### config.mk
export PLATFORM = sky130hd
export DESIGN_NAME = window_range_bump_detector
export DESIGN_NICKNAME = d
export VERILOG_FILES = /design/src/rtl/core/wrbd_pkg.sv /design/src/rtl/core/wrbd_ram.sv /design/src/rtl/core/wrbd_scan.sv /design/src/rtl/core/window_range_bump_detector.sv
export SDC_FILE = /design/constraint.sdc
export NUM_CORES = 1
export LEC_CHECK = 0
export ABC_CLOCK_PERIOD_IN_PS = 4600
export BUFFER_PORTS_ARGS = -buffer_cell sky130_fd_sc_hd__buf_2
export CAP_MARGIN = 10
export CORE_UTILIZATION = 35
export DETAILED_ROUTE_END_ITERATION = 8
export HOLD_SLACK_MARGIN = 0.05
export SLEW_MARGIN = 15
export SYNTH_ARGS = -nofsm -noshare
export SYNTH_HDL_FRONTEND = slang
export SYNTH_SLANG_ARGS = --single-unit
### constraint.sdc
create_clock -name clk -period 4.6 [get_ports clk]
set_input_delay 0.92 -clock clk [delete_from_list [all_inputs] [get_ports clk]]
set_output_delay 0.92 -clock clk [all_outputs]
set_load 0.05 [all_outputs]
### src/rtl/core/wrbd_pkg.sv
package wrbd_pkg;

  // Field widths
  localparam int SAMPLE_W   = 16;
  localparam int COUNT_W    = 32;
  localparam int COOLDOWN_W = 16;
  localparam int WARM_W     = 8;
  localparam int TAKEN_W    = 9;
  localparam int CFG_IDX_W  = 2;
  localparam int CFG_DATA_W = 16;

  // Default window depth
  localparam int WINDOW_DEF = 32;

  // Saturation point of the sample counter
  localparam logic [TAKEN_W-1:0] TAKEN_MAX = 9'd511;

  // Configuration register indexes
  localparam logic [CFG_IDX_W-1:0] REG_RANGE_THRESHOLD = 2'd0;
  localparam logic [CFG_IDX_W-1:0] REG_COOLDOWN_LENGTH = 2'd1;
  localparam logic [CFG_IDX_W-1:0] REG_WARM_UP_COUNT   = 2'd2;

  // Configuration reset values (threshold is 0.35 in Q4.11)
  localparam logic [SAMPLE_W-1:0]   THRESHOLD_RST = 16'd717;
  localparam logic [COOLDOWN_W-1:0] COOLDOWN_RST  = 16'd50;
  localparam logic [WARM_W-1:0]     WARM_UP_RST   = 8'd30;

endpackage

### src/rtl/core/wrbd_ram.sv
module wrbd_ram #(
  parameter int WIDTH = 16,
  parameter int DEPTH = 32
) (
  input  logic                     clk,
  input  logic                     wr_en,
  input  logic [$clog2(DEPTH)-1:0] wr_addr,
  input  logic [WIDTH-1:0]         wr_data,
  input  logic                     rd_en,
  input  logic [$clog2(DEPTH)-1:0] rd_addr,
  output logic [WIDTH-1:0]         rd_data
);

  logic [WIDTH-1:0] mem [DEPTH];

  // Write port
  always_ff @(posedge clk) begin
    if (wr_en) begin
      mem[wr_addr] <= wr_data;
    end
  end

  // Registered read port
  always_ff @(posedge clk) begin
    if (rd_en) begin
      rd_data <= mem[rd_addr];
    end
  end

endmodule

### src/rtl/core/wrbd_scan.sv
module wrbd_scan #(
  parameter int WINDOW = wrbd_pkg::WINDOW_DEF
) (
  input  logic                              clk,
  input  logic                              rst_n,
  input  logic                              start,
  input  logic [$clog2(WINDOW+1)-1:0]       count,
  output logic                              rd_en,
  output logic [$clog2(WINDOW)-1:0]         rd_addr,
  input  logic [wrbd_pkg::SAMPLE_W-1:0]     rd_data,
  output logic                              done,
  output logic [$clog2(WINDOW)-1:0]         hi_at,
  output logic [$clog2(WINDOW)-1:0]         lo_at,
  output logic [wrbd_pkg::SAMPLE_W-1:0]     range_val
);

  localparam int AW = $clog2(WINDOW);
  localparam int CW = $clog2(WINDOW+1);

  logic                                busy_r;
  logic [AW-1:0]                       addr_r;
  logic [CW-1:0]                       cnt_r;
  logic                                vld_r;
  logic [AW-1:0]                       idx_r;
  logic                                done_r;
  logic signed [wrbd_pkg::SAMPLE_W-1:0] hi_r;
  logic signed [wrbd_pkg::SAMPLE_W-1:0] lo_r;
  logic [AW-1:0]                       hi_at_r;
  logic [AW-1:0]                       lo_at_r;
  logic signed [wrbd_pkg::SAMPLE_W-1:0] data_s;
  logic                                issue;

  assign issue     = busy_r && (cnt_r != '0);
  assign rd_en     = issue;
  assign rd_addr   = addr_r;
  assign data_s    = $signed(rd_data);
  assign done      = done_r;
  assign hi_at     = hi_at_r;
  assign lo_at     = lo_at_r;
  assign range_val = hi_r - lo_r;

  // Walk the slots from zero, one read per cycle
  always_ff @(posedge clk) begin
    if (!rst_n) begin
      busy_r <= 1'b0;
      vld_r  <= 1'b0;
      done_r <= 1'b0;
      addr_r <= '0;
      cnt_r  <= '0;
    end else begin
      done_r <= 1'b0;
      vld_r  <= issue;
      if (start) begin
        busy_r <= 1'b1;
        addr_r <= '0;
        cnt_r  <= count;
      end else if (issue) begin
        addr_r <= addr_r + AW'(1);
        cnt_r  <= cnt_r - CW'(1);
      end
      // Last read data absorbed: finish
      if (vld_r && (cnt_r == '0)) begin
        busy_r <= 1'b0;
        done_r <= 1'b1;
      end
    end
  end

  // Track first maximum and first minimum
  always_ff @(posedge clk) begin
    idx_r <= addr_r;
    if (vld_r) begin
      if (idx_r == '0) begin
        hi_r    <= data_s;
        lo_r    <= data_s;
        hi_at_r <= '0;
        lo_at_r <= '0;
      end else begin
        if (data_s > hi_r) begin
          hi_r    <= data_s;
          hi_at_r <= idx_r;
        end
        if (data_s < lo_r) begin
          lo_r    <= data_s;
          lo_at_r <= idx_r;
        end
      end
    end
  end

endmodule

### src/rtl/core/window_range_bump_detector.sv
// Channel   Direction  Handshake              Payload
// in_       input      in_valid / in_stall    in_sample (signed Q4.11)
// out_      output     out_valid / out_stall  bump_now, bump_total, bump_seen,
//                                             detection_ran, window_range
// cfg_      input      cfg_valid / cfg_ready  cfg_index, cfg_data
//
// An item that runs the window scan goes from accept through the scan of fill_count
// slots (at most WINDOW) and the result hand-off to the next accept; the scan reads
// one sample memory slot per cycle. Any other item skips the scan.
// Reset is synchronous, active low, and needs no clearing pass.
// One item is in work at a time; a new item is taken while the previous result
// waits in the output register under out_stall.
module window_range_bump_detector #(
  parameter int WINDOW = wrbd_pkg::WINDOW_DEF
) (
  input  logic                                clk,
  input  logic                                rst_n,
  input  logic                                in_valid,
  output logic                                in_stall,
  input  logic signed [wrbd_pkg::SAMPLE_W-1:0] in_sample,
  output logic                                out_valid,
  input  logic                                out_stall,
  output logic                                out_bump_now,
  output logic [wrbd_pkg::COUNT_W-1:0]        out_bump_total,
  output logic                                out_bump_seen,
  output logic                                out_detection_ran,
  output logic [wrbd_pkg::SAMPLE_W-1:0]       out_window_range,
  input  logic                                cfg_valid,
  output logic                                cfg_ready,
  input  logic [wrbd_pkg::CFG_IDX_W-1:0]      cfg_index,
  input  logic [wrbd_pkg::CFG_DATA_W-1:0]     cfg_data
);

  localparam int AW = $clog2(WINDOW);
  localparam int CW = $clog2(WINDOW+1);
  localparam int SW = wrbd_pkg::SAMPLE_W;

  localparam logic [1:0] ST_IDLE = 2'd0;
  localparam logic [1:0] ST_SCAN = 2'd1;
  localparam logic [1:0] ST_DONE = 2'd2;

  logic [1:0]                         state_r, state_nxt;
  logic [SW-1:0]                      threshold_r;
  logic [wrbd_pkg::COOLDOWN_W-1:0]    cool_len_r;
  logic [wrbd_pkg::WARM_W-1:0]        warm_up_r;
  logic [CW-1:0]                      fill_r, fill_nxt;
  logic [AW-1:0]                      wslot_r, wslot_nxt;
  logic [wrbd_pkg::TAKEN_W-1:0]       taken_r, taken_nxt;
  logic [SW-1:0]                      last_range_r, last_range_nxt;
  logic [AW-1:0]                      max_slot_r, max_slot_nxt;
  logic [AW-1:0]                      min_slot_r, min_slot_nxt;
  logic [wrbd_pkg::COUNT_W-1:0]       bump_count_r, bump_count_nxt;
  logic                               bump_flag_r, bump_flag_nxt;
  logic [wrbd_pkg::COOLDOWN_W-1:0]    cool_left_r, cool_left_nxt;
  logic                               res_now_r, res_now_nxt;
  logic                               res_ran_r, res_ran_nxt;
  logic [SW-1:0]                      res_range_r, res_range_nxt;
  logic                               out_valid_r, out_valid_nxt;
  logic                               out_load;

  logic                               accept;
  logic                               detect;
  logic                               scan_start;
  logic                               rd_en;
  logic [AW-1:0]                      rd_addr;
  logic [SW-1:0]                      rd_data;
  logic                               scan_done;
  logic [AW-1:0]                      scan_hi_at;
  logic [AW-1:0]                      scan_lo_at;
  logic [SW-1:0]                      scan_range;
  logic                               differs;

  assign accept    = (state_r == ST_IDLE) && in_valid;
  assign in_stall  = (state_r != ST_IDLE);
  assign cfg_ready = 1'b1;
  assign out_valid = out_valid_r;

  // Sample window storage
  wrbd_ram #(
    .WIDTH(SW),
    .DEPTH(WINDOW)
  ) u_ram (
    .clk    (clk),
    .wr_en  (accept),
    .wr_addr(wslot_r),
    .wr_data(in_sample),
    .rd_en  (rd_en),
    .rd_addr(rd_addr),
    .rd_data(rd_data)
  );

  // Max/min scan over the filled slots
  wrbd_scan #(
    .WINDOW(WINDOW)
  ) u_scan (
    .clk      (clk),
    .rst_n    (rst_n),
    .start    (scan_start),
    .count    (fill_nxt),
    .rd_en    (rd_en),
    .rd_addr  (rd_addr),
    .rd_data  (rd_data),
    .done     (scan_done),
    .hi_at    (scan_hi_at),
    .lo_at    (scan_lo_at),
    .range_val(scan_range)
  );

  assign differs = (scan_range != last_range_r) && (scan_hi_at != max_slot_r) &&
                   (scan_lo_at != min_slot_r);

  // Window bookkeeping for the incoming sample
  assign fill_nxt  = (fill_r != CW'(WINDOW)) ? fill_r + CW'(1) : fill_r;
  assign wslot_nxt = (wslot_r == AW'(WINDOW-1)) ? '0 : wslot_r + AW'(1);
  assign taken_nxt = (taken_r != wrbd_pkg::TAKEN_MAX) ? taken_r + 9'd1 : taken_r;
  assign detect    = taken_nxt > {1'b0, warm_up_r};
  assign scan_start = accept && detect && (cool_left_r == '0);

  assign out_load = (state_r == ST_DONE) && (!out_valid_r || !out_stall);

  // Sequence one transaction: accept, optional scan, hand off result
  always_comb begin
    state_nxt      = state_r;
    last_range_nxt = last_range_r;
    max_slot_nxt   = max_slot_r;
    min_slot_nxt   = min_slot_r;
    bump_count_nxt = bump_count_r;
    bump_flag_nxt  = bump_flag_r;
    cool_left_nxt  = cool_left_r;
    res_now_nxt    = res_now_r;
    res_ran_nxt    = res_ran_r;
    res_range_nxt  = res_range_r;
    out_valid_nxt  = out_valid_r && out_stall;
    unique case (state_r)
      ST_IDLE: begin
        if (accept) begin
          res_now_nxt   = 1'b0;
          res_ran_nxt   = 1'b0;
          res_range_nxt = '0;
          if (scan_start) begin
            state_nxt = ST_SCAN;
          end else begin
            state_nxt = ST_DONE;
            if (detect) begin
              cool_left_nxt = cool_left_r - wrbd_pkg::COOLDOWN_W'(1);
            end
          end
        end
      end
      ST_SCAN: begin
        if (scan_done) begin
          res_ran_nxt    = 1'b1;
          res_range_nxt  = scan_range;
          last_range_nxt = scan_range;
          if (differs) begin
            max_slot_nxt = scan_hi_at;
            min_slot_nxt = scan_lo_at;
            if (scan_range > threshold_r) begin
              if (bump_count_r != '1) begin
                bump_count_nxt = bump_count_r + 32'd1;
              end
              bump_flag_nxt = 1'b1;
              cool_left_nxt = cool_len_r;
              res_now_nxt   = 1'b1;
            end
          end
          state_nxt = ST_DONE;
        end
      end
      ST_DONE: begin
        if (out_load) begin
          out_valid_nxt = 1'b1;
          state_nxt     = ST_IDLE;
        end
      end
      default: begin
        state_nxt = ST_IDLE;
      end
    endcase
  end

  // Control and state registers
  always_ff @(posedge clk) begin
    if (!rst_n) begin
      state_r      <= ST_IDLE;
      threshold_r  <= wrbd_pkg::THRESHOLD_RST;
      cool_len_r   <= wrbd_pkg::COOLDOWN_RST;
      warm_up_r    <= wrbd_pkg::WARM_UP_RST;
      fill_r       <= '0;
      wslot_r      <= '0;
      taken_r      <= '0;
      last_range_r <= '0;
      max_slot_r   <= '0;
      min_slot_r   <= '0;
      bump_count_r <= '0;
      bump_flag_r  <= 1'b0;
      cool_left_r  <= '0;
      out_valid_r  <= 1'b0;
    end else begin
      state_r      <= state_nxt;
      last_range_r <= last_range_nxt;
      max_slot_r   <= max_slot_nxt;
      min_slot_r   <= min_slot_nxt;
      bump_count_r <= bump_count_nxt;
      bump_flag_r  <= bump_flag_nxt;
      cool_left_r  <= cool_left_nxt;
      out_valid_r  <= out_valid_nxt;
      if (accept) begin
        fill_r  <= fill_nxt;
        wslot_r <= wslot_nxt;
        taken_r <= taken_nxt;
      end
      // Configuration writes; unknown index is dropped
      if (cfg_valid) begin
        unique case (cfg_index)
          wrbd_pkg::REG_RANGE_THRESHOLD: threshold_r <= cfg_data;
          wrbd_pkg::REG_COOLDOWN_LENGTH: cool_len_r  <= cfg_data;
          wrbd_pkg::REG_WARM_UP_COUNT:   warm_up_r   <= cfg_data[wrbd_pkg::WARM_W-1:0];
          default: ;
        endcase
      end
    end
  end

  // Result and output payload
  always_ff @(posedge clk) begin
    res_now_r   <= res_now_nxt;
    res_ran_r   <= res_ran_nxt;
    res_range_r <= res_range_nxt;
    if (out_load) begin
      out_bump_now      <= res_now_r;
      out_bump_total    <= bump_count_r;
      out_bump_seen     <= bump_flag_r;
      out_detection_ran <= res_ran_r;
      out_window_range  <= res_range_r;
    end
  end

endmodule

==> summary.txt <==
Placed design
  • Pre-CTS WS: -0.442 ns
  • Post-DP HPWL: 50.8 mm
  • PortBufs: 91
  • RD Place Congestion: 0.868
  • Post-Place Cells: 3,568

Detailed routing
  • Final WL: 78.3 mm
  • Vias: 19,700
  • WL/cell: 21.0 um
  • DRT antenna net count: 0
  • 1st-iter DRT viols: 1,500
  • Via density per instance: 5.29
  • Initial DRT Pass Iterations: 5
  • Drc violations: 0

Worst setup path
  • CP endpoint kind: flip-flop
  • Worst Path Required: 5.17 ns
  • CP Launch Type: flip-flop
  • Crit path DAT: 5.13 ns
  • Critical path type: flip-flop to flip-flop
  • Worst-path fanout max: 6

Global route
  • GRT Total Usage: 0.160
  • Top Usage Layer GRT: met2
  • GRT met1 Usage: 0.209
  • Met3 Use GR: 0.0295
  • Largest net degree at the start of global routing: 69
  • Initial antenna violation count: 2
  • Global route overflow: 0
  • Met2 Usage GRT: 0.274
  • Global-route wire length before repair: 120 mm
  • Vias in the first global route: 20,100

Synth
  • Avg Inst Size Synth: 15.2 um^2
  • Register area share after synthesis: 0.664
  • Mapped cell area: 33,600 um^2
  • Synthesized netlist net count: 2,330
  • Yosys reg bits: 796
  • Asr flop ratio synth: 0
  • Top FF cell, synth: edfxtp_1
  • Yosys warns: 0
  • Synth unique cells: 82
  • Post-synth EDFFs: 639
  • Synth Instances: 2,207

Layout
  • Synthesis-to-finish area growth: 17.1%
  • Register area: 22,300 um^2
  • Layout cells sized above 1: 0.242
  • Largest register FFs: 512
  • Final std cells w/o fill: 3,726
  • Multi-input logic area: 10,900 um^2
  • Top flop regs: u_ram.mem (512), bump_count_r (32), out_bump_total (32)
  • Nets: 2,515
  • Layout filler cell count: 8,522
  • Largest Register: u_ram.mem

CTS
  • Num CTS Buffers: 81
  • CTS H-tree lvls: 3
  • Hold buffer count at CTS: 0
  • Clock Sinks: 796
  • Root buffer cell: clkbuf_16
  • CTS Buffer Depth: 3
  • Clock transition at the registers of the reported paths: 0.06 ns
  • CTS tree: yes
  • Clock Latency Late Sink: 0.65 ns

Power and ir drop
  • LEAKAGE: 13.2 nW
  • Total power: 0.0156 W
  • P per Cell Area: 397 nW/um^2
  • Peak VDD IR: 0.000336 V

Timing
  • Fin crit period: 4.56 ns
  • Fmax: 219 MHz
  • Final hold violation count: 0
  • Fin crit share: 0.992
  • Clk_skew: 0.0281 ns
  • Max Slew Vio Count: 0
  • Actual slew at the worst max-slew pin: 1.06 ns
  • Relative slew slack: 0.293
  • Final setup violation count: 0
  • RSZ-0062 raised after global routing: yes
  • Fin worst setup slack: 0.0356 ns

Floorplan
  • Die H: 312 um
  • Initial Util: 0.353
  • Area of the core: 95,200 um^2
  • Die X: 312 um
  • Die area: 97,300 um^2
  • Site row count: 113
  • # IOs: 93

Outcome
  • Outcome: completed

Run
  • Max_cap viols: 0

Min path
  • Worst Hold Class: flip-flop to flip-flop
==> report_power, final <==
part / internal [W] / switching, W
clock: 0.00397 / 0.00282
combinational: 0.000294 / 0.000588
sequential: 0.00790 / 0.0000767
total: 0.0122 / 0.00349
==> cells in the mapped netlist (12+ instances only) <==
master / count / area [um^2]
xor2_1: 24 / 210
nor4_1: 21 / 131
mux2_2: 18 / 203
ha_1: 83 / 1040
inv_1: 78 / 293
nand3_1: 31 / 155
a21oi_1: 100 / 500
xnor2_1: 33 / 289
dfxtp_1: 157 / 3140
o21a_1: 12 / 90.1
nor2_1: 118 / 443
nand4_1: 30 / 188
o41ai_1: 13 / 114
o21ai_0: 32 / 160
nor3_1: 26 / 130
a21o_1: 13 / 97.6
mux2i_1: 36 / 360
and3_1: 18 / 113
and2_1: 18 / 113
nand2b_1: 28 / 175
edfxtp_1: 639 / 19200
a211oi_1: 15 / 113
clkbuf_1: 83 / 312
o31ai_1: 12 / 90.1
mux4_2: 160 / 3600
buf_1: 21 / 78.8
o211ai_1: 19 / 143
nand2_1: 208 / 781
==> worst max-delay path, stage by stage, from the launching register on <==
cell	delay [ns]
edfxtp_1	0.41
inv_2	0.10
ha_4	0.14
inv_2	0.04
fa_2	0.38
a211oi_2	0.19
buf_4	0.15
o21bai_2	0.08
a211o_1	0.34
a221oi_2	0.27
buf_4	0.17
xnor2_2	0.07
ha_1	0.31
o21a_1	0.11
nor2_1	0.05
a41oi_2	0.17
o41ai_2	0.12
buf_4	0.17
a31o_4	0.22
or3_4	0.45
buf_4	0.19
nor4_4	0.15
mux2i_1	0.23
==> timing repair <==
item	CTS	global route
buffers inserted	0	6
endpoints found under the setup margin	36	38
pin swaps	1	16
gates resized for setup	23	33
==> metal layers <==
| layer | up-vias | part of all wire |
|---|---|---|
| li1 | 8932 | - |
| met1 | 10100 | 0.43 |
| met2 | 574 | 0.50 |
| met3 | 116 | 0.053 |
| met4 | 4 | 0.020 |
| met5 | - | 0.00036 |
==> stage by stage <==
step	instance area (um^2)	setup TNS, ns	util	hold WS (ns)
floorplan	33600	0	-	0.329
global placement	36300	-3.04	0.381	0.409
detailed placement	36300	-7.85	0.381	0.407
CTS	39200	0	0.412	0.425
global route	39400	-1.83	0.414	0.434
finish	39400	0	0.414	0.425
==> cell usage in the layout, fill, tap and decap left out, drive strengths merged, types with 5 or more instances in the layout <==
cell type / netlist / layout
edfxtp: 639 / 639
buf: 29 / 214
nand2: 208 / 208
mux4: 160 / 160
dfxtp: 157 / 157
nor2: 119 / 119
clkbuf: 83 / 101
a21oi: 100 / 100
ha: 83 / 83
inv: 78 / 81
mux2i: 36 / 36
clkinv: 1 / 34
xnor2: 33 / 33
o21ai: 33 / 33
nand3: 31 / 31
nand4: 30 / 30
nand2b: 28 / 28
nor3: 27 / 27
xor2: 24 / 24
nor4: 22 / 22
o211ai: 19 / 19
and3: 18 / 18
mux2: 18 / 18
and2: 18 / 18
a211oi: 15 / 15
a21o: 13 / 13
o31ai: 13 / 13
o41ai: 13 / 13
o21a: 12 / 12
or4: 12 / 12
o22ai: 10 / 10
bufinv: 0 / 10
or3: 10 / 10
a31oi: 9 / 9
nand3b: 8 / 8
nor2b: 8 / 8
or2: 7 / 7
o311ai: 6 / 6
o21bai: 5 / 5
nor3b: 5 / 5
==> cells by family after synthesis <==
kind of cell               after synthesis  synth area share
DFF                                    796             0.664
buffers and inverters                  191            0.0222
AOI/OAI and AO/OA                      292            0.0580
and+or+nand+nor                        567            0.0820
other                                    1          0.000112
xor gates and xnor gates                62            0.0182
adders and majority gates               84            0.0315
muxes                                  214             0.124
==> area by class of cell <==
class / instances / share of cell area
well taps: 1265 / 0.0402
multi-input cells: 1220 / 0.276
clock inverters: 50 / 0.0157
inverters: 79 / 0.00753
repair buffers: 214 / 0.0380
flip-flops and latches: 796 / 0.568
diodes: 1 / 0.0000636
clock buffers: 101 / 0.0552
==> worst paths after layout <==
check / startpoint / to / slack (ns) / cells after the start
worst max-delay path: u_scan.hi_r[0] / bump_count_r[19] / 0.04 / 22
worst min-delay path: res_range_r[3] / out_window_range[3] / 0.42 / 0
worst max register to register: u_scan.hi_r[0] / bump_count_r[19] / 0.04 / 22
worst min register to register: res_range_r[3] / out_window_range[3] / 0.42 / 0
(Power assumes the default switching activity.)
